**src/sv/rrqs_pkg.sv**
```systemverilog
// shared constants and types for the round-robin quantum scheduler
// no dependencies; used by round_robin_quantum_scheduler
package rrqs_pkg;

    localparam int MACHINES    = 8;
    localparam int QUEUE_DEPTH = 64;

    localparam int PTR_W  = (QUEUE_DEPTH > 1) ? $clog2(QUEUE_DEPTH) : 1;
    localparam int CNT_W  = $clog2(QUEUE_DEPTH + 1);
    localparam int MACH_W = (MACHINES > 1) ? $clog2(MACHINES) : 1;
    localparam int DCNT_W = $clog2(MACHINES + 1);

    localparam int OPC_W  = 3;
    localparam int JOB_W  = 8;
    localparam int MID_W  = 3;
    localparam int TICK_W = 16;
    localparam int QCNT_W = 7;
    localparam int APB_AW = 3;
    localparam int APB_DW = 32;

    typedef enum logic [OPC_W-1:0] {
        OP_ADD    = 3'd0,
        OP_TAKE   = 3'd1,
        OP_ASSIGN = 3'd2,
        OP_WORKED = 3'd3,
        OP_TICK   = 3'd4
    } t_opcode;

    // register index carried in paddr[2]
    localparam logic REG_QUANTUM = 1'b0;

endpackage

```
**src/sv/round_robin_quantum_scheduler.sv**
```systemverilog
// round-robin scheduler with time quantum: sequencer, waiting fifo memory,
// per-machine tick counters and deferred list; depends on rrqs_pkg
//
// states from accept to result valid: exec, done for add, assigned, an unused
// code, take next on an empty queue and a worked event that counts nothing;
// exec, pop, done for take next; exec, cmp, done for a counted worked event;
// exec, drain, done for tick finished (one fifo write per cycle for each parked
// job, over the single write port). one item at a time: ready again once the
// result is in the output register, after any wait for the last one to leave.
// reset (synchronous, active low) empties fifo and deferred list, clears all
// tick counters and sets the quantum to 1.
module round_robin_quantum_scheduler (
    input  logic                         i_clk,
    input  logic                         i_rst_n,
    // item in
    input  logic                         i_valid,
    output logic                         o_ready,
    input  logic [rrqs_pkg::OPC_W-1:0]   i_opcode,
    input  logic [rrqs_pkg::JOB_W-1:0]   i_job_id,
    input  logic [rrqs_pkg::MID_W-1:0]   i_machine_id,
    input  logic                         i_machine_busy,
    input  logic                         i_job_done,
    input  logic                         i_work_left,
    // result out
    output logic                         o_valid,
    input  logic                         i_ready,
    output logic                         o_job_valid,
    output logic [rrqs_pkg::JOB_W-1:0]   o_job_out,
    output logic                         o_release_res,
    output logic                         o_pending,
    output logic [rrqs_pkg::QCNT_W-1:0]  o_queue_count,
    output logic                         o_overflow,
    // configuration
    input  logic                         psel,
    input  logic                         penable,
    input  logic                         pwrite,
    input  logic [rrqs_pkg::APB_AW-1:0]  paddr,
    input  logic [rrqs_pkg::APB_DW-1:0]  pwdata,
    output logic [rrqs_pkg::APB_DW-1:0]  prdata,
    output logic                         pready
);

    typedef enum logic [2:0] {
        ST_IDLE,
        ST_EXEC,
        ST_CMP,
        ST_POP,
        ST_DRAIN,
        ST_DONE
    } t_state;

    t_state                              r_state;

    logic [rrqs_pkg::TICK_W-1:0]         r_quantum;

    // latched item
    rrqs_pkg::t_opcode                   r_op;
    logic [rrqs_pkg::JOB_W-1:0]          r_job;
    logic [rrqs_pkg::MACH_W-1:0]         r_mach;
    logic                                r_in_range;
    logic                                r_busy;
    logic                                r_done;
    logic                                r_left;

    // queue state
    logic [rrqs_pkg::JOB_W-1:0]          r_fifo_mem [rrqs_pkg::QUEUE_DEPTH];
    logic [rrqs_pkg::JOB_W-1:0]          r_rd_data;
    logic [rrqs_pkg::PTR_W-1:0]          r_head;
    logic [rrqs_pkg::PTR_W-1:0]          r_tail;
    logic [rrqs_pkg::CNT_W-1:0]          r_fifo_count;
    logic [rrqs_pkg::TICK_W-1:0]         r_ticks [rrqs_pkg::MACHINES];
    logic [rrqs_pkg::JOB_W-1:0]          r_deferred [rrqs_pkg::MACHINES];
    logic [rrqs_pkg::DCNT_W-1:0]         r_def_count;
    logic [rrqs_pkg::DCNT_W-1:0]         r_idx;

    // shared tick unit result
    logic [rrqs_pkg::TICK_W-1:0]         r_acc;
    logic [rrqs_pkg::TICK_W-1:0]         n_acc;
    logic [rrqs_pkg::TICK_W-1:0]         w_tick_cur;
    logic [rrqs_pkg::TICK_W-1:0]         w_eff_quantum;

    // working result
    logic                                r_job_valid;
    logic [rrqs_pkg::JOB_W-1:0]          r_job_out;
    logic                                r_release;
    logic                                r_ovf;

    // output register
    logic                                r_out_valid;
    logic                                r_o_job_valid;
    logic [rrqs_pkg::JOB_W-1:0]          r_o_job_out;
    logic                                r_o_release;
    logic                                r_o_pending;
    logic [rrqs_pkg::QCNT_W-1:0]         r_o_count;
    logic                                r_o_ovf;

    logic                                w_fifo_full;
    logic                                w_drain_more;
    logic                                w_mem_we;
    logic [rrqs_pkg::JOB_W-1:0]          w_mem_wd;
    logic                                w_def_we;
    logic                                w_cfg_we;
    logic [rrqs_pkg::PTR_W-1:0]          w_head_nxt;
    logic [rrqs_pkg::PTR_W-1:0]          w_tail_nxt;
    logic [rrqs_pkg::QCNT_W-1:0]         w_total;

    assign pready   = 1'b1;
    assign w_cfg_we = psel & penable & pwrite & pready & (paddr[2] == rrqs_pkg::REG_QUANTUM);
    assign prdata   = (paddr[2] == rrqs_pkg::REG_QUANTUM)
                    ? {{(rrqs_pkg::APB_DW - rrqs_pkg::TICK_W){1'b0}}, r_quantum}
                    : '0;

    assign o_ready = (r_state == ST_IDLE);

    assign w_fifo_full  = (r_fifo_count == rrqs_pkg::CNT_W'(rrqs_pkg::QUEUE_DEPTH));
    assign w_drain_more = (r_idx < r_def_count);

    assign w_head_nxt = (r_head == rrqs_pkg::PTR_W'(rrqs_pkg::QUEUE_DEPTH - 1))
                      ? '0 : r_head + rrqs_pkg::PTR_W'(1);
    assign w_tail_nxt = (r_tail == rrqs_pkg::PTR_W'(rrqs_pkg::QUEUE_DEPTH - 1))
                      ? '0 : r_tail + rrqs_pkg::PTR_W'(1);

    assign w_total = rrqs_pkg::QCNT_W'(r_fifo_count) + rrqs_pkg::QCNT_W'(r_def_count);

    // zero quantum behaves as one
    assign w_eff_quantum = (r_quantum == '0) ? rrqs_pkg::TICK_W'(1) : r_quantum;
    assign w_tick_cur    = r_ticks[r_mach];
    assign n_acc         = (w_tick_cur == '1) ? w_tick_cur
                                              : w_tick_cur + rrqs_pkg::TICK_W'(1);

    always_comb begin
        w_mem_we = 1'b0;
        w_mem_wd = r_job;
        if (r_state == ST_EXEC && r_op == rrqs_pkg::OP_ADD && !w_fifo_full) begin
            w_mem_we = 1'b1;
        end else if (r_state == ST_DRAIN && w_drain_more && !w_fifo_full) begin
            w_mem_we = 1'b1;
            w_mem_wd = r_deferred[r_idx[rrqs_pkg::MACH_W-1:0]];
        end
    end

    assign w_def_we = (r_state == ST_CMP) && (r_acc >= w_eff_quantum) && r_left
                    && (r_def_count < rrqs_pkg::DCNT_W'(rrqs_pkg::MACHINES));

    // waiting fifo storage, head entry always read into a register
    always_ff @(posedge i_clk) begin
        if (w_mem_we) begin
            r_fifo_mem[r_tail] <= w_mem_wd;
        end
        r_rd_data <= r_fifo_mem[r_head];
    end

    always_ff @(posedge i_clk) begin
        if (w_def_we) begin
            r_deferred[r_def_count[rrqs_pkg::MACH_W-1:0]] <= r_job;
        end
    end

    always_ff @(posedge i_clk) begin
        if (!i_rst_n) begin
            r_state      <= ST_IDLE;
            r_quantum    <= rrqs_pkg::TICK_W'(1);
            r_head       <= '0;
            r_tail       <= '0;
            r_fifo_count <= '0;
            r_def_count  <= '0;
            r_out_valid  <= 1'b0;
            for (int m = 0; m < rrqs_pkg::MACHINES; m++) begin
                r_ticks[m] <= '0;
            end
        end else begin
            if (w_cfg_we) begin
                r_quantum <= pwdata[rrqs_pkg::TICK_W-1:0];
            end
            // in the done state the output register is reloaded below instead
            if (r_out_valid && i_ready && r_state != ST_DONE) begin
                r_out_valid <= 1'b0;
            end

            unique case (r_state)
                ST_IDLE: begin
                    if (i_valid) begin
                        r_op        <= rrqs_pkg::t_opcode'(i_opcode);
                        r_job       <= i_job_id;
                        r_mach      <= rrqs_pkg::MACH_W'(i_machine_id);
                        r_in_range  <= (32'(i_machine_id) < rrqs_pkg::MACHINES);
                        r_busy      <= i_machine_busy;
                        r_done      <= i_job_done;
                        r_left      <= i_work_left;
                        r_job_valid <= 1'b0;
                        r_job_out   <= '0;
                        r_release   <= 1'b0;
                        r_ovf       <= 1'b0;
                        r_idx       <= '0;
                        r_state     <= ST_EXEC;
                    end
                end
                ST_EXEC: begin
                    unique case (r_op)
                        rrqs_pkg::OP_ADD: begin
                            if (w_fifo_full) begin
                                r_ovf <= 1'b1;
                            end else begin
                                r_tail       <= w_tail_nxt;
                                r_fifo_count <= r_fifo_count + rrqs_pkg::CNT_W'(1);
                            end
                            r_state <= ST_DONE;
                        end
                        rrqs_pkg::OP_TAKE: begin
                            r_state <= (r_fifo_count != '0) ? ST_POP : ST_DONE;
                        end
                        rrqs_pkg::OP_ASSIGN: begin
                            if (r_in_range) begin
                                r_ticks[r_mach] <= '0;
                            end
                            r_state <= ST_DONE;
                        end
                        rrqs_pkg::OP_WORKED: begin
                            if (r_in_range && r_busy && !r_done) begin
                                r_acc   <= n_acc;
                                r_state <= ST_CMP;
                            end else begin
                                r_state <= ST_DONE;
                            end
                        end
                        rrqs_pkg::OP_TICK: begin
                            r_state <= ST_DRAIN;
                        end
                        default: begin
                            r_state <= ST_DONE;
                        end
                    endcase
                end
                ST_CMP: begin
                    // quantum used up with work remaining: release and park, or flag overflow
                    if (r_acc >= w_eff_quantum && r_left) begin
                        r_release       <= 1'b1;
                        r_ticks[r_mach] <= '0;
                        if (w_def_we) begin
                            r_def_count <= r_def_count + rrqs_pkg::DCNT_W'(1);
                        end else begin
                            r_ovf <= 1'b1;
                        end
                    end else begin
                        r_ticks[r_mach] <= r_acc;
                    end
                    r_state <= ST_DONE;
                end
                ST_POP: begin
                    r_job_valid  <= 1'b1;
                    r_job_out    <= r_rd_data;
                    r_head       <= w_head_nxt;
                    r_fifo_count <= r_fifo_count - rrqs_pkg::CNT_W'(1);
                    r_state      <= ST_DONE;
                end
                ST_DRAIN: begin
                    // one parked item moved to the fifo tail per cycle, or dropped with overflow
                    if (w_drain_more) begin
                        if (w_fifo_full) begin
                            r_ovf <= 1'b1;
                        end else begin
                            r_tail       <= w_tail_nxt;
                            r_fifo_count <= r_fifo_count + rrqs_pkg::CNT_W'(1);
                        end
                        r_idx <= r_idx + rrqs_pkg::DCNT_W'(1);
                    end else begin
                        r_def_count <= '0;
                        r_state     <= ST_DONE;
                    end
                end
                ST_DONE: begin
                    if (!r_out_valid || i_ready) begin
                        r_out_valid   <= 1'b1;
                        r_o_job_valid <= r_job_valid;
                        r_o_job_out   <= r_job_out;
                        r_o_release   <= r_release;
                        r_o_pending   <= (w_total != '0);
                        r_o_count     <= w_total;
                        r_o_ovf       <= r_ovf;
                        r_state       <= ST_IDLE;
                    end
                end
                default: begin
                    r_state <= ST_IDLE;
                end
            endcase
        end
    end

    assign o_valid       = r_out_valid;
    assign o_job_valid   = r_o_job_valid;
    assign o_job_out     = r_o_job_out;
    assign o_release_res = r_o_release;
    assign o_pending     = r_o_pending;
    assign o_queue_count = r_o_count;
    assign o_overflow    = r_o_ovf;

    a_fifo_bound: assert property (@(posedge i_clk) disable iff (!i_rst_n)
        r_fifo_count <= rrqs_pkg::CNT_W'(rrqs_pkg::QUEUE_DEPTH))
        else $error("waiting fifo count above depth");

    a_def_bound: assert property (@(posedge i_clk) disable iff (!i_rst_n)
        r_def_count <= rrqs_pkg::DCNT_W'(rrqs_pkg::MACHINES))
        else $error("deferred count above machine count");

    a_busy_after_accept: assert property (@(posedge i_clk) disable iff (!i_rst_n)
        (i_valid && o_ready) |=> !o_ready)
        else $error("ready while an item is in progress");

    a_drain_empties: assert property (@(posedge i_clk) disable iff (!i_rst_n)
        (r_state == ST_DRAIN && !w_drain_more) |=> (r_def_count == '0))
        else $error("deferred list not emptied after tick finished");

endmodule

```
**config.mk**
```make
export PLATFORM = sky130hd
export DESIGN_NAME = round_robin_quantum_scheduler
export DESIGN_NICKNAME = d
export VERILOG_FILES = /design/src/sv/rrqs_pkg.sv /design/src/sv/round_robin_quantum_scheduler.sv
export SDC_FILE = /design/constraint.sdc
export NUM_CORES = 1
export LEC_CHECK = 0
export BUFFER_PORTS_ARGS = -buffer_cell sky130_fd_sc_hd__buf_2
export CORE_MARGIN = 2
export CORE_UTILIZATION = 62
export CTS_CLUSTER_SIZE = 10
export DETAILED_ROUTE_END_ITERATION = 16
export PLACE_DENSITY = 0.88
export SYNTH_ARGS = -nofsm -noshare
export SYNTH_HDL_FRONTEND = slang
export SYNTH_SLANG_ARGS = --single-unit
```
**constraint.sdc**
```tcl
create_clock -name i_clk -period 6.1 [get_ports i_clk]
set_input_delay 0.305 -clock i_clk [delete_from_list [all_inputs] [get_ports i_clk]]
set_output_delay 0.305 -clock i_clk [all_outputs]
set_load 0.005 [all_outputs]
```
# After elaboration in Yosys (flattened, before gate mapping)
# Memories as Yosys holds them, arrays and structs flattened. A register that Yosys moved wholly into a read port is not among the register bits.
# Index checks and enable logic that the tools add are counted.
# word_totals
ram_bits	704
regBits	110
input_bits	59
word_cells	177
mem_count	3
out_inout_bits	54
# classes
eq_ne	22
order_cmp	3
n_reduce_logical	40
n_mux	70
add_sub_neg	8
n_bitwise	6
# memory_table
name	words	width	read_ports	rd_clocked_by_memory_dff	write_ports	line	rtl
r_fifo_mem	64	8	1	1	1	round_robin_quantum_scheduler.sv:66	logic [rrqs_pkg::JOB_W-1:0] r_fifo_mem [rrqs_pkg::QUEUE_DEPTH];
r_ticks	8	16	1	1	8	round_robin_quantum_scheduler.sv:71	logic [rrqs_pkg::TICK_W-1:0] r_ticks [rrqs_pkg::MACHINES];
r_deferred	8	8	1	1	1	round_robin_quantum_scheduler.sv:72	logic [rrqs_pkg::JOB_W-1:0] r_deferred [rrqs_pkg::MACHINES];
# ops
op	count
two-way mux 16 bit	6
two-way mux 1 bit	30
two-way mux 6 bit	5
two-way mux 3 bit	8
two-way mux 8 bit	3
two-way mux 7 bit	3
one-hot mux 7 bit (3 select lines)	1
two-way mux 4 bit	5
AND reduction 3 bit	6
adder 16 x 1 -> 16 bit, second input constant	1
equality test 16 bit, second input constant	1
greater-or-equal comparator 16 bit	1
logical NOT 16 bit	1
one-hot mux 4 bit (2 select lines)	2
one-hot mux 8 bit (2 select lines)	1
AND reduction 4 bit	4
OR reduction 16 bit	1
one-hot mux 3 bit (5 select lines)	1
nonzero test 7 bit	2
adder 6 x 1 -> 6 bit, second input constant	2
equality test 3 x 2 -> 1 bit, second input constant	4
equality test 6 bit, second input constant	2
inequality test 2 bit, second input constant	6
one-hot mux 6 bit (2 select lines)	1
other kinds (26)	52

# Logic depth before layout (Yosys ltp)
# Gate-level depths: netlist of run 1.
# depth
word_depth	12
mapped_depth	12
depth_no_buf	11

# Worst setup path after synthesis of run 1
# Ideal clock, no wire load.
# synth_path
path_kind	register to register
startpoint	register r_def_count[1] (netlist name)
endpoint	memory r_fifo_mem[0][5] (netlist name) (data pin)
setup_time_ns	0.702
n_path_buf	1
required_ns	5.398
synth_period_minus_slack_ns	4.863
slack_ns	1.237
path_stages_with_launch	8
arrival_time_ns	4.161
path_cell_list	dfxtp_1 inv_1 ha_1 a21o_1 a21oi_1 o211ai_1 clkbuf_1 o21ai_0
# synth_via
elab_chain_cells	5
# synth_lines
item	line	rtl
start, declared	round_robin_quantum_scheduler.sv:73	logic [rrqs_pkg::DCNT_W-1:0] r_def_count;
start signal, assigned	round_robin_quantum_scheduler.sv:240	r_def_count <= r_def_count + rrqs_pkg::DCNT_W'(1);
less-than comparator 4 bit	round_robin_quantum_scheduler.sv:116	assign w_drain_more = (r_idx < r_def_count);
logical AND 1 bit (2 in a row)	round_robin_quantum_scheduler.sv:136	end else if (r_state == ST_DRAIN && w_drain_more && !w_fifo_full) begin
two-way mux 8 bit	round_robin_quantum_scheduler.sv:136	
two-way mux 8 bit	round_robin_quantum_scheduler.sv:134	if (r_state == ST_EXEC && r_op == rrqs_pkg::OP_ADD && !w_fifo_full) begin
named net w_mem_wd, one bit	round_robin_quantum_scheduler.sv:100	logic [rrqs_pkg::JOB_W-1:0] w_mem_wd;
end, declared	round_robin_quantum_scheduler.sv:66	
# The timed path passes the listed nets, and every way through them passes these cells.

# Final worst setup path of run 1
# layout_path
startpoint	register r_def_count[1] (netlist name)
endpoint	memory r_fifo_mem[62][5] (netlist name), enable pin
# layout_via
elab_chain_cells	7
# layout_lines
item	line	rtl
less-than comparator 4 bit	round_robin_quantum_scheduler.sv:116	
logical AND 1 bit (2 in a row)	round_robin_quantum_scheduler.sv:136	
two-way mux 1 bit	round_robin_quantum_scheduler.sv:136	
two-way mux 1 bit	round_robin_quantum_scheduler.sv:134	
two-way mux 1 bit	round_robin_quantum_scheduler.sv:147	if (w_mem_we) begin
two-way mux 1 bit (implied by the code)	round_robin_quantum_scheduler.sv:148	r_fifo_mem[r_tail] <= w_mem_wd;
# No other way between the ends.

==> results of run 1 <==
-- tightest hold or removal path: stages --
cell,delay (ps)
buf_2,120
o211ai_1,90
a21oi_1,130
-- stage by stage --
stage | setup WS (ps) | total power [mW] | instances
floorplan | 1240 | 6.92 | 1905
global placement | 2200 | 7.06 | 2590
detailed placement | 1870 | 7.11 | 2590
CTS | 1690 | 12.0 | 2764
global route | 1380 | 12.3 | 2764
finish | 1450 | 12.0 | 2764
-- registers in the layout (all words and copies together), names as in the netlist, 3 cells and up, named ones only --
register / cells
r_head: 6
r_job: 8
r_acc: 16
r_ticks: 128
r_fifo_mem: 512
r_idx: 4
r_def_count: 4
o_queue_count: 7
r_state: 3
r_job_out: 8
r_quantum: 16
r_mach: 3
r_deferred: 64
r_tail: 6
r_fifo_count: 7
o_job_out: 8
r_op: 3
r_rd_data: 8
-- layer usage --
metal,vias up,track usage
li1,7668,-
met1,9632,0.388
met2,1521,0.504
met3,289,0.0671
met4,4,0.130
met5,-,0
-- kinds of logic after synthesis --
family          share of synthesized area
buf+inv                            0.0233
simple gates                       0.0643
other cells                      0.000221
mux                                 0.157
xor+xnor                          0.00592
compound gates                     0.0220
fa+ha+maj                          0.0133
flops                               0.714
-- final cells by class --
class	instances	area, um^2	area share
clock buffer	136	2550	0.0673
clock inverter	5	47.5	0.00125
inverter	38	143	0.00376
multi-input combinational	924	9090	0.240
sequential	828	24300	0.640
tap	696	871	0.0229
timing repair buffer	137	943	0.0249
-- cells in the final DEF (no fill, tap or decap), types with 11 or more instances in the layout --
master / n
a21oi_1: 40
clkbuf_16: 96
mux4_2: 209
xnor2_1: 12
and3_1: 17
inv_1: 37
edfxtp_1: 771
nand2b_1: 12
clkbuf_1: 40
nor2_1: 250
dlygate4sd3_1: 33
nand3_1: 23
nor2b_1: 14
o21ai_0: 19
nand2_1: 91
nand4_1: 14
ha_1: 33
a21o_1: 11
buf_4: 25
xor2_1: 11
buf_2: 77
conb_1: 17
mux2i_1: 26
dfxtp_1: 52
-- path summary, 6_finish.rpt --
check	startpoint	endpoint	slack, ps	cells past startpoint
setup / recovery	r_def_count[1]	r_fifo_mem[62][5]	1450	8
hold / removal	i_valid	r_state[0]	40	3
setup reg to reg	r_def_count[1]	r_fifo_mem[62][5]	1450	8
hold reg to reg	r_job_valid	o_job_valid	410	0
-- power by group through the flow --
| stage | Combinational (mW) | Clock (mW) | Sequential [mW] |
|---|---|---|---|
| after floorplan | 0.415 | 0 | 6.50 |
| final | 0.612 | 4.96 | 6.43 |
| after global routing | 0.645 | 5.19 | 6.43 |
| after CTS | 0.594 | 4.97 | 6.43 |
| after detailed placement | 0.566 | 0 | 6.54 |
| after global placement | 0.533 | 0 | 6.53 |
-- repair_timing --
| item | CTS | global route |
|---|---|---|
| resized for setup | 0 | 0 |
| buffers inserted | 0 | 0 |
| hold endpoints to repair | 36 | 0 |
| hold buffers | 33 | 0 |
==> summary.txt, run 1 <==
Run status
  – Status: finished, final reports clean

Logic synthesis
  – Ys async rst share: 0
  – Synth top area share: 0.680
  – Yosys top cell by area: edfxtp_1
  – Synth top area cells: edfxtp_1 (68%), mux4_2 (14%), dfxtp_1 (3.4%), nor2_1 (2.8%), ha_1 (1.2%)
  – Post-Synthesis Cell Area: between 0.03 and 0.04 mm^2
  – EDFF count, synth: ~770
  – Sequential-to-total area share from yosys stat: 0.714
  – Top_reg_cell synth: edfxtp_1
  – Commonest cells post-synth: edfxtp_1 (771), nor2_1 (252), mux4_2 (209), nand2_1 (91), clkbuf_1 (59)
  – Mapped Cells: 1890
  – Avg Cell Area, Syn: 18.0 um^2
  – Netlist cell types: 74
  – Yosys warns: 0
  – Synthesized flop and latch total: 828
  – Top-count cell post-synth: edfxtp_1

Run
  – Max_cap viols: 0

Floorplan
  – Row count: 85
  – Total Die Area: 0.0568 mm^2
  – # IOs: 113
  – Core area: 0.0540 mm^2
  – Initial core utilization: 0.630
  – Die W: 238 um
  – Die H: 238 um

CTS
  – Worst-path clk slew: 60 ps
  – H-tree lvl count: 3
  – Clk_lat worst skew: 640 ps
  – CTS max path bufs: 3
  – CTS tree: done
  – Clock tree sinks: about 830
  – TritonCTS Buffers: 93
  – Clk root buf: clkbuf_16

Power
  – LEAKAGE: 12.1 nW
  – Share of power burned in registers: 0.536
  – PwrDens: 316 mW/mm^2
  – Clk pwr share: 0.413
  – Psw: 2.57 mW
  – Comb pwr share: 0.051
  – Sw Share: 0.215
  – Max VDD drop: 0.000291 V
  – Internal power: 9.42 mW

Timing
  – Peak Freq: ~220 MHz
  – Endpoints failing setup: 0
  – Setup Skew: 21.3 ps
  – Final Max Slew Viols: 0
  – Slew margin rel.: 0.232
  – RSZ-0062 raised after global routing: false
  – Final hold vios: 0
  – TNS Setup: 0 ps
  – Part of the cycle the worst path needs: 0.762
  – Pin slew with the least headroom to its limit: about 1100 ps
  – Fin Hold WS: between 30 and 40 ps
  – Final period demand of the worst path: 4650 ps

Worst setup path
  – Startpoint types: flip-flop
  – Crit-path leading delay family: simple AND/OR/NAND/NOR gates
  – Crit end category: flip-flop
  – CP required: 6360 ps
  – Worst Path Max Fanout: 8
  – Bufs and invs on worst path: 1
  – Crit path largest cell delay: 890 ps
  – CP max stage cell: nor2_1
  – Crit path cell chain: inv_1 -> ha_1 -> a21o_1 -> a21oi_1 -> o211ai_1 -> a211oi_1 -> nand3_1 -> nor2_1
  – Worst Path Arrival: around 4900 ps
  – CP Class: reg -> reg

Detailed routing
  – DR iter-0 viols: 2822
  – DR vias/cell: a little under 7
  – Vias: 19100
  – Routed wire length: 83800 um
  – WL/cell: 30.3 um
  – Routed wl met2: around 42000 um
  – Post-route DRC: 0
  – Max Used Layer: met5
  – Met3 WL: 8710 um
  – DRT Pass-1 Iters: 6
  – DRT met1 WL: slightly below 30000 um
  – Post-DRT Antenna Nets: 0

GRT
  – Total grt overflow: 0
  – Largest net degree at the start of global routing: 73
  – Vias in the first global route: 19700
  – Initial antenna violation count: 4
  – First-pass GRT wire length: 126000 um
  – GRT Util Overall: 0.302

Final layout
  – Share of cells above drive strength 1: 0.220
  – Filler cells: between 2000 and 3000
  – Layout Area Growth over Synthesis: 11.5%
  – Final instance area: 0.0380 mm^2
  – Final core utilization: 0.702
  – Number of diodes: 0
  – # nets final: between 2000 and 2500

Placed design
  – Port-buffer cells: 77
  – DPL Wire Length: approximately 46000 um
  – Area after DPL: 0.0350 mm^2
  – GPL Wtd Cong: 0.844

Worst hold path
  – Class of the worst hold path: in -> reg
No activity file was read; power rests on OpenSTA's default activity.
==> run 2: changes to the inputs <==
clock period = 4.6 ns   (was 6.1 ns; I/O delays follow)
==> run 2 against run 1 <==
Net effect:
- maximum frequency grew 8.7%
- clock skew up 15 ps
- total power up 33%
- largest cell class unchanged
- cell count increased by 2.2%
- sequential share of layout area shrank 0.71 points
- hold slack better by 62 ps
- count of clock-buffer cells in the layout grew 8
- flip-flop and latch count unchanged
==> summary.txt, run 2 (same netlist as run 1, synthesis figures left out) <==
Run status
  – Status: finished, final reports clean (unchanged)

Worst setup path
  – Reg2reg start: r_def_count[1] (unchanged)
  – Worst Path Max Fanout: 8 (unchanged)
  – Worst reg-to-reg path cell count: 8 (unchanged)
  – CP Class: reg -> reg (unchanged)
  – Crit end category: flip-flop (unchanged)
  – Reg2reg setup slack: 330 ps (was 1450 ps)
  – Startpoint types: flip-flop (unchanged)
  – Worst flop-to-flop path endpoint: r_fifo_mem[60][3] (was r_fifo_mem[62][5])
  – Worst Path Arrival: 4530 ps (was 4910 ps)
  – CP required: 4850 ps (was 6360 ps)

CTS
  – H-tree lvl count: 3 (unchanged)
  – Post-CTS Setup Bufs: 0 (unchanged)
  – Clk_lat worst skew: 660 ps (was 640 ps)
  – CTS tree: done (unchanged)
  – CTS max path bufs: 3 (unchanged)
  – Clock tree sinks: 828 (unchanged)
  – TritonCTS Buffers: 93 (unchanged)
  – Clk root buf: clkbuf_16 (unchanged)
  – Worst-path clk slew: 60 ps (about the same)

Detailed routing
  – Routed wire length: 84800 um (was 83800 um)
  – WL/cell: 30.0 um (was 30.3 um)
  – Vias: 19200 (was 19100)
  – Post-route DRC: 0 (unchanged)
  – Post-DRT Antenna Nets: 0 (unchanged)
  – DR vias/cell: 6.81 (was 6.92)
  – DRT Pass-1 Iters: 6 (unchanged)
  – DR iter-0 viols: 2770 (was 2822)

Timing
  – Pin slew with the least headroom to its limit: 1290 ps (was 1140 ps)
  – Part of the cycle the worst path needs: 0.929 (was 0.762)
  – Setup Skew: 36.1 ps (was 21.3 ps)
  – RSZ-0062 raised after global routing: false (unchanged)
  – Peak Freq: 234 MHz (was 215 MHz)
  – Slew margin rel.: 0.128 (was 0.232)
  – Final Max Slew Viols: 0 (unchanged)
  – Final period demand of the worst path: 4270 ps (was 4650 ps)
  – TNS Setup: 0 ps (unchanged)
  – Fin worst setup slack: 326 ps (was 1450 ps)
  – Final hold vios: 0 (unchanged)
  – Fin Hold WS: 97.8 ps (was 36.0 ps)
  – Endpoints failing setup: 0 (unchanged)

GRT
  – Initial antenna violation count: 5 (was 4)
  – Vias in the first global route: 19700 (about the same)
  – Largest net degree at the start of global routing: 67 (was 73)
  – GRT Util Overall: 0.307 (was 0.302)
  – Total grt overflow: 0 (unchanged)
  – First-pass GRT wire length: 127000 um (was 126000 um)

Floorplan
  – Core area: 0.0540 mm^2 (unchanged)
  – Die W: 238 um (unchanged)
  – Row count: 85 (unchanged)
  – Initial core utilization: 0.630 (unchanged)
  – # IOs: 113 (unchanged)
  – Die H: 238 um (unchanged)
  – Total Die Area: 0.0568 mm^2 (unchanged)

Run
  – Max_cap viols: 0 (unchanged)

Placed design
  – GPL Wtd Cong: 0.836 (was 0.844)
  – Pre-CTS setup slack: 710 ps (was 1870 ps)
  – DPL Wire Length: 47900 um (was 45500 um)
  – Port-buffer cells: 77 (unchanged)

Worst hold path
  – Class of the worst hold path: in -> reg (unchanged)
  – Hold path depth: 2 (was 3)
  – HP Start: i_rst_n (was i_valid)
  – Hold endpoint: r_tail[4] (was r_state[0])

Final layout
  – Most frequent cells in the layout: edfxtp_1 (771), nor2_1 (251), mux4_2 (209) (was edfxtp_1 (771), nor2_1 (250), mux4_2 (209))
  – Final core utilization: 0.710 (was 0.702)
  – Share of cells above drive strength 1: 0.236 (was 0.220)
  – # nets final: 2167 (was 2116)
  – Register with the most flip-flops: r_fifo_mem (unchanged)
  – Leading cell type in the layout, fill and taps excluded: edfxtp_1 (unchanged)
  – Largest register FFs: 512 (unchanged)
  – Layout Area Growth over Synthesis: 12.8% (was 11.5%)

Power
  – Max VDD drop: 0.000323 V (was 0.000291 V)
  – PwrDens: 416 mW/mm^2 (was 316 mW/mm^2)
  – LEAKAGE: 12.3 nW (was 12.1 nW)
  – Total power: 16.0 mW (was 12.0 mW)
[run 2: through the flow]
stage | area [um^2] | instances
6_report | 38400 | 2826
5_1_grt | 38400 | 2825
4_1_cts | 38400 | 2824
3_5_place_dp | 35400 | 2638
3_3_place_gp | 35400 | 2638
2_1_floorplan | 34100 | 1905
[run 2: layout make-up]
type	count	area, um^2
Sequential cell	828	24300
Antenna cell	2	5.00
Tap cell	696	871
Timing Repair Buffer	188	1350
Inverter	38	143
Fill cell	2917	15600
Clock buffer	144	2570
Multi-Input combinational cell	924	9090
Clock inverter	6	51.3
[run 2: worst max path at each step]
stage,cells after the start,endpoint,start,slack [ps]
5_1_grt,8,r_fifo_mem[52][4],r_def_count[1],370
4_1_cts,8,r_fifo_mem[60][0],r_def_count[1],500
6_report,8,r_fifo_mem[60][3],r_def_count[1],330
3_3_place_gp,8,r_fifo_mem[60][0],r_def_count[1],940
2_1_floorplan,7,r_fifo_mem[0][5],r_def_count[1],-260
3_5_place_dp,8,r_fifo_mem[4][4],r_def_count[1],710
[run 2: timing repair]
action	4_1_cts	5_1_grt
resized for setup	0	0
hold endpoints to repair	38	0
hold buffers	36	0
[run 2: report_power, final]
part	leakage, nW	total (mW)	switching [mW]	internal [mW]
Combinational	3.49	0.814	0.510	0.304
Clock	1.26	6.64	2.84	3.80
Sequential	7.59	8.53	0.120	8.41
[run 2: layer usage]
layer,global-route usage,part of all wire,vias up
li1,-,-,7767
met1,0.385,0.34,9693
met2,0.523,0.51,1476
met3,0.0625,0.10,310
met4,0.133,0.048,2
met5,0,0.00015,-
[run 2: worst max-delay path, stage by stage (launching register included)]
cell      delay (ps)
dfxtp_1          470
inv_1            200
ha_1             330
a21o_1           170
a21oi_1          260
o211ai_1         300
a211oi_1         690
nand2_1          640
nor2_1           830
==> run 3: changes to the inputs <==
CELL_PAD_IN_SITES_DETAIL_PLACEMENT = 0   (was default)
CELL_PAD_IN_SITES_GLOBAL_PLACEMENT = 1   (was default)
CORE_UTILIZATION = 54   (was 62)
PLACE_DENSITY = 0.82   (was 0.88)
TNS_END_PERCENT = 10   (was default)
==> run 3 against run 2 <==
Net effect:
- first-iteration DRC count shrank 30%
- wire length shrank 12%
- largest cell class unchanged
- count of clock-buffer cells in the layout shrank 20
- hold slack lost 25 ps
- non-clock buffer count grew 10
- flip-flop and latch count is the same
- total power shrank 1.3%
- clock skew shrank 22 ps
- maximum frequency grew 4.1%
- setup slack gained 170 ps
==> summary.txt, run 3 (same netlist as run 1, synthesis figures left out) <==
Run
  – Max_cap viols: 0 (unchanged)

GRT
  – Total grt overflow: 0 (unchanged)
  – Initial antenna violation count: 4 (was 5)
  – First-pass GRT wire length: 110000 um (was 127000 um)
  – GRT Util Overall: 0.233 (was 0.307)
  – Largest net degree at the start of global routing: 65 (was 67)
  – Vias in the first global route: 18000 (was 19700)

CTS
  – CTS max path bufs: 3 (unchanged)
  – CTS tree: done (unchanged)
  – H-tree lvl count: 3 (unchanged)
  – TritonCTS Buffers: 93 (unchanged)
  – Worst-path clk slew: 50 ps (was 60 ps)
  – Post-CTS Setup Bufs: 0 (unchanged)
  – Clk root buf: clkbuf_16 (unchanged)
  – Clock tree sinks: 828 (unchanged)
  – Clk_lat worst skew: 630 ps (was 660 ps)

Worst setup path
  – Reg2reg setup slack: 490 ps (was 330 ps)
  – Worst Path Arrival: 4540 ps (was 4530 ps)
  – Bufs and invs on worst path: 0 (was 1)
  – CP Class: reg -> reg (unchanged)
  – Crit path cell chain: nor4_1 -> a41o_1 -> ha_1 -> and3_1 -> o21ai_0 -> a31o_1 -> a211oi_1 -> o21ai_1 -> nand4_1 -> nor2_1 (was inv_1 -> ha_1 -> a21o_1 -> a21oi_1 -> o211ai_1 -> a211oi_1 -> nand2_1 -> nor2_1)
  – CP required: 5040 ps (was 4850 ps)
  – Crit path largest cell delay: 960 ps (was 830 ps)
  – Crit-path leading delay family: simple AND/OR/NAND/NOR gates (unchanged)
  – Worst Path Max Fanout: 16 (was 8)
  – Crit end category: flip-flop (unchanged)
  – Startpoint types: flip-flop (unchanged)
  – CP max stage cell: nand4_1 (was nor2_1)

Final layout
  – Register with the most flip-flops: r_fifo_mem (unchanged)
  – Leading cell type in the layout, fill and taps excluded: edfxtp_1 (unchanged)
  – Most frequent cells in the layout: edfxtp_1 (771), nor2_1 (251), mux4_2 (209) (unchanged)
  – Number of diodes: 0 (was 2)
  – Share of cells above drive strength 1: 0.241 (was 0.236)
  – Largest register FFs: 512 (unchanged)
  – # nets final: 2177 (was 2167)
  – Fin cells: 2963 (was 2826)
  – Filler cells: 4391 (was 2917)
  – Layout Area Growth over Synthesis: 13.4% (was 12.8%)
  – Final instance area: 0.0386 mm^2 (was 0.0384 mm^2)

Power
  – Share of power burned in registers: 0.539 (was 0.534)
  – LEAKAGE: 12.4 nW (was 12.3 nW)
  – PwrDens: 409 mW/mm^2 (was 416 mW/mm^2)
  – Psw: 3.29 mW (was 3.47 mW)
  – Comb pwr share: 0.052 (was 0.051)
  – Sw Share: 0.208 (was 0.217)
  – Clk pwr share: 0.409 (was 0.415)
  – Max VDD drop: 0.000306 V (was 0.000323 V)
  – Internal power: 12.5 mW (about the same)

Placed design
  – DPL Wire Length: 47000 um (was 47900 um)
  – Area after DPL: 0.0357 mm^2 (was 0.0354 mm^2)
  – GPL Wtd Cong: 0.824 (was 0.836)
  – Post-Place Cells: 2798 (was 2638)
  – Pre-CTS setup slack: 471 ps (was 710 ps)
  – Port-buffer cells: 77 (unchanged)

Timing
  – Part of the cycle the worst path needs: 0.892 (was 0.929)
  – Final Max Slew Viols: 0 (unchanged)
  – Setup Skew: 13.7 ps (was 36.1 ps)
  – Endpoints failing setup: 0 (unchanged)
  – Final period demand of the worst path: 4110 ps (was 4270 ps)
  – Pin slew with the least headroom to its limit: 1190 ps (was 1290 ps)
  – Fin worst setup slack: 495 ps (was 326 ps)
  – Peak Freq: 244 MHz (was 234 MHz)
  – Slew margin rel.: 0.200 (was 0.128)
  – RSZ-0062 raised after global routing: false (unchanged)
  – Final hold vios: 0 (unchanged)

Detailed routing
  – DR iter-0 viols: 1936 (was 2770)
  – Post-DRT Antenna Nets: 0 (unchanged)
  – DRT Pass-1 Iters: 6 (unchanged)
  – Post-route DRC: 0 (unchanged)
  – Routed wire length: 74600 um (was 84800 um)
  – DR vias/cell: 6.02 (was 6.81)
  – Vias: 17800 (was 19200)
  – WL/cell: 25.2 um (was 30.0 um)

Floorplan
  – Die H: 255 um (was 238 um)
  – Die W: 255 um (was 238 um)
  – Initial core utilization: 0.542 (was 0.630)
  – Core area: 0.0627 mm^2 (was 0.0540 mm^2)
  – Row count: 92 (was 85)
  – Total Die Area: 0.0650 mm^2 (was 0.0568 mm^2)
  – # IOs: 113 (unchanged)

Worst hold path
  – Class of the worst hold path: in -> reg (unchanged)

Run status
  – Status: finished, final reports clean (unchanged)
-- run 3: metrics by stage --
stage                     setup TNS (ps)   util  hold WS, ps  power (mW)
after global placement                 0  0.568          404        9.41
after CTS                              0  0.615         23.5        15.9
after floorplan                   -57000      -          329        9.17
after detailed placement               0  0.568          409        9.44
after global routing                   0  0.615         41.4        16.2
final                                  0  0.615         73.0        15.8
-- run 3: final timing paths --
path | startpoint | endpoint | depth (start not counted)
hold reg to reg | r_job_out[0] | o_job_out[0] | 0
setup / recovery | r_quantum[7] | r_ticks[7][9] | 10
hold / removal | i_rst_n | r_tail[4] | 2
setup reg to reg | r_quantum[7] | r_ticks[7][9] | 10
-- run 3: area by class of cell --
| type | instances | area [um^2] | area share |
|---|---|---|---|
| clock inverter | 5 | 76.3 | 0.00198 |
| timing repair buffer | 198 | 1420 | 0.0368 |
| inverter | 38 | 143 | 0.00370 |
| multi-input combinational | 924 | 9090 | 0.236 |
| tap | 846 | 1060 | 0.0274 |
| clock buffer | 124 | 2490 | 0.0644 |
| sequential | 828 | 24300 | 0.630 |
-- run 3: worst reg2reg max path: stages (launching register included) --
cell	delay (ps)
dfxtp_1	320
nor4_1	490
a41o_1	260
ha_1	220
and3_1	160
o21ai_0	140
a31o_1	160
a211oi_1	100
o21ai_1	720
nand4_1	960
nor2_1	380
-- run 3: routing by layer --
metal  wire length, um  part of all wire  track usage
met3              5250             0.070       0.0440
met4              2220             0.030       0.0780
met1             30200              0.40        0.318
met5                41           0.00055            0
met2             36900              0.49        0.384
-- run 3: power groups by stage --
stage               clock network [mW]  registers [mW]  logic, mW
floorplan                            0            8.62      0.550
global placement                     0            8.65      0.764
detailed placement                   0            8.65      0.789
CTS                               6.58            8.50      0.819
global route                      6.85            8.51      0.883
finish                            6.46            8.50      0.817
-- run 3: what timing repair did --
action / CTS / global route
gates resized for setup: 0 / 0
endpoints found under the hold margin: 38 / 0
endpoints found under the setup margin: 0 / 0
hold buffers: 36 / 0
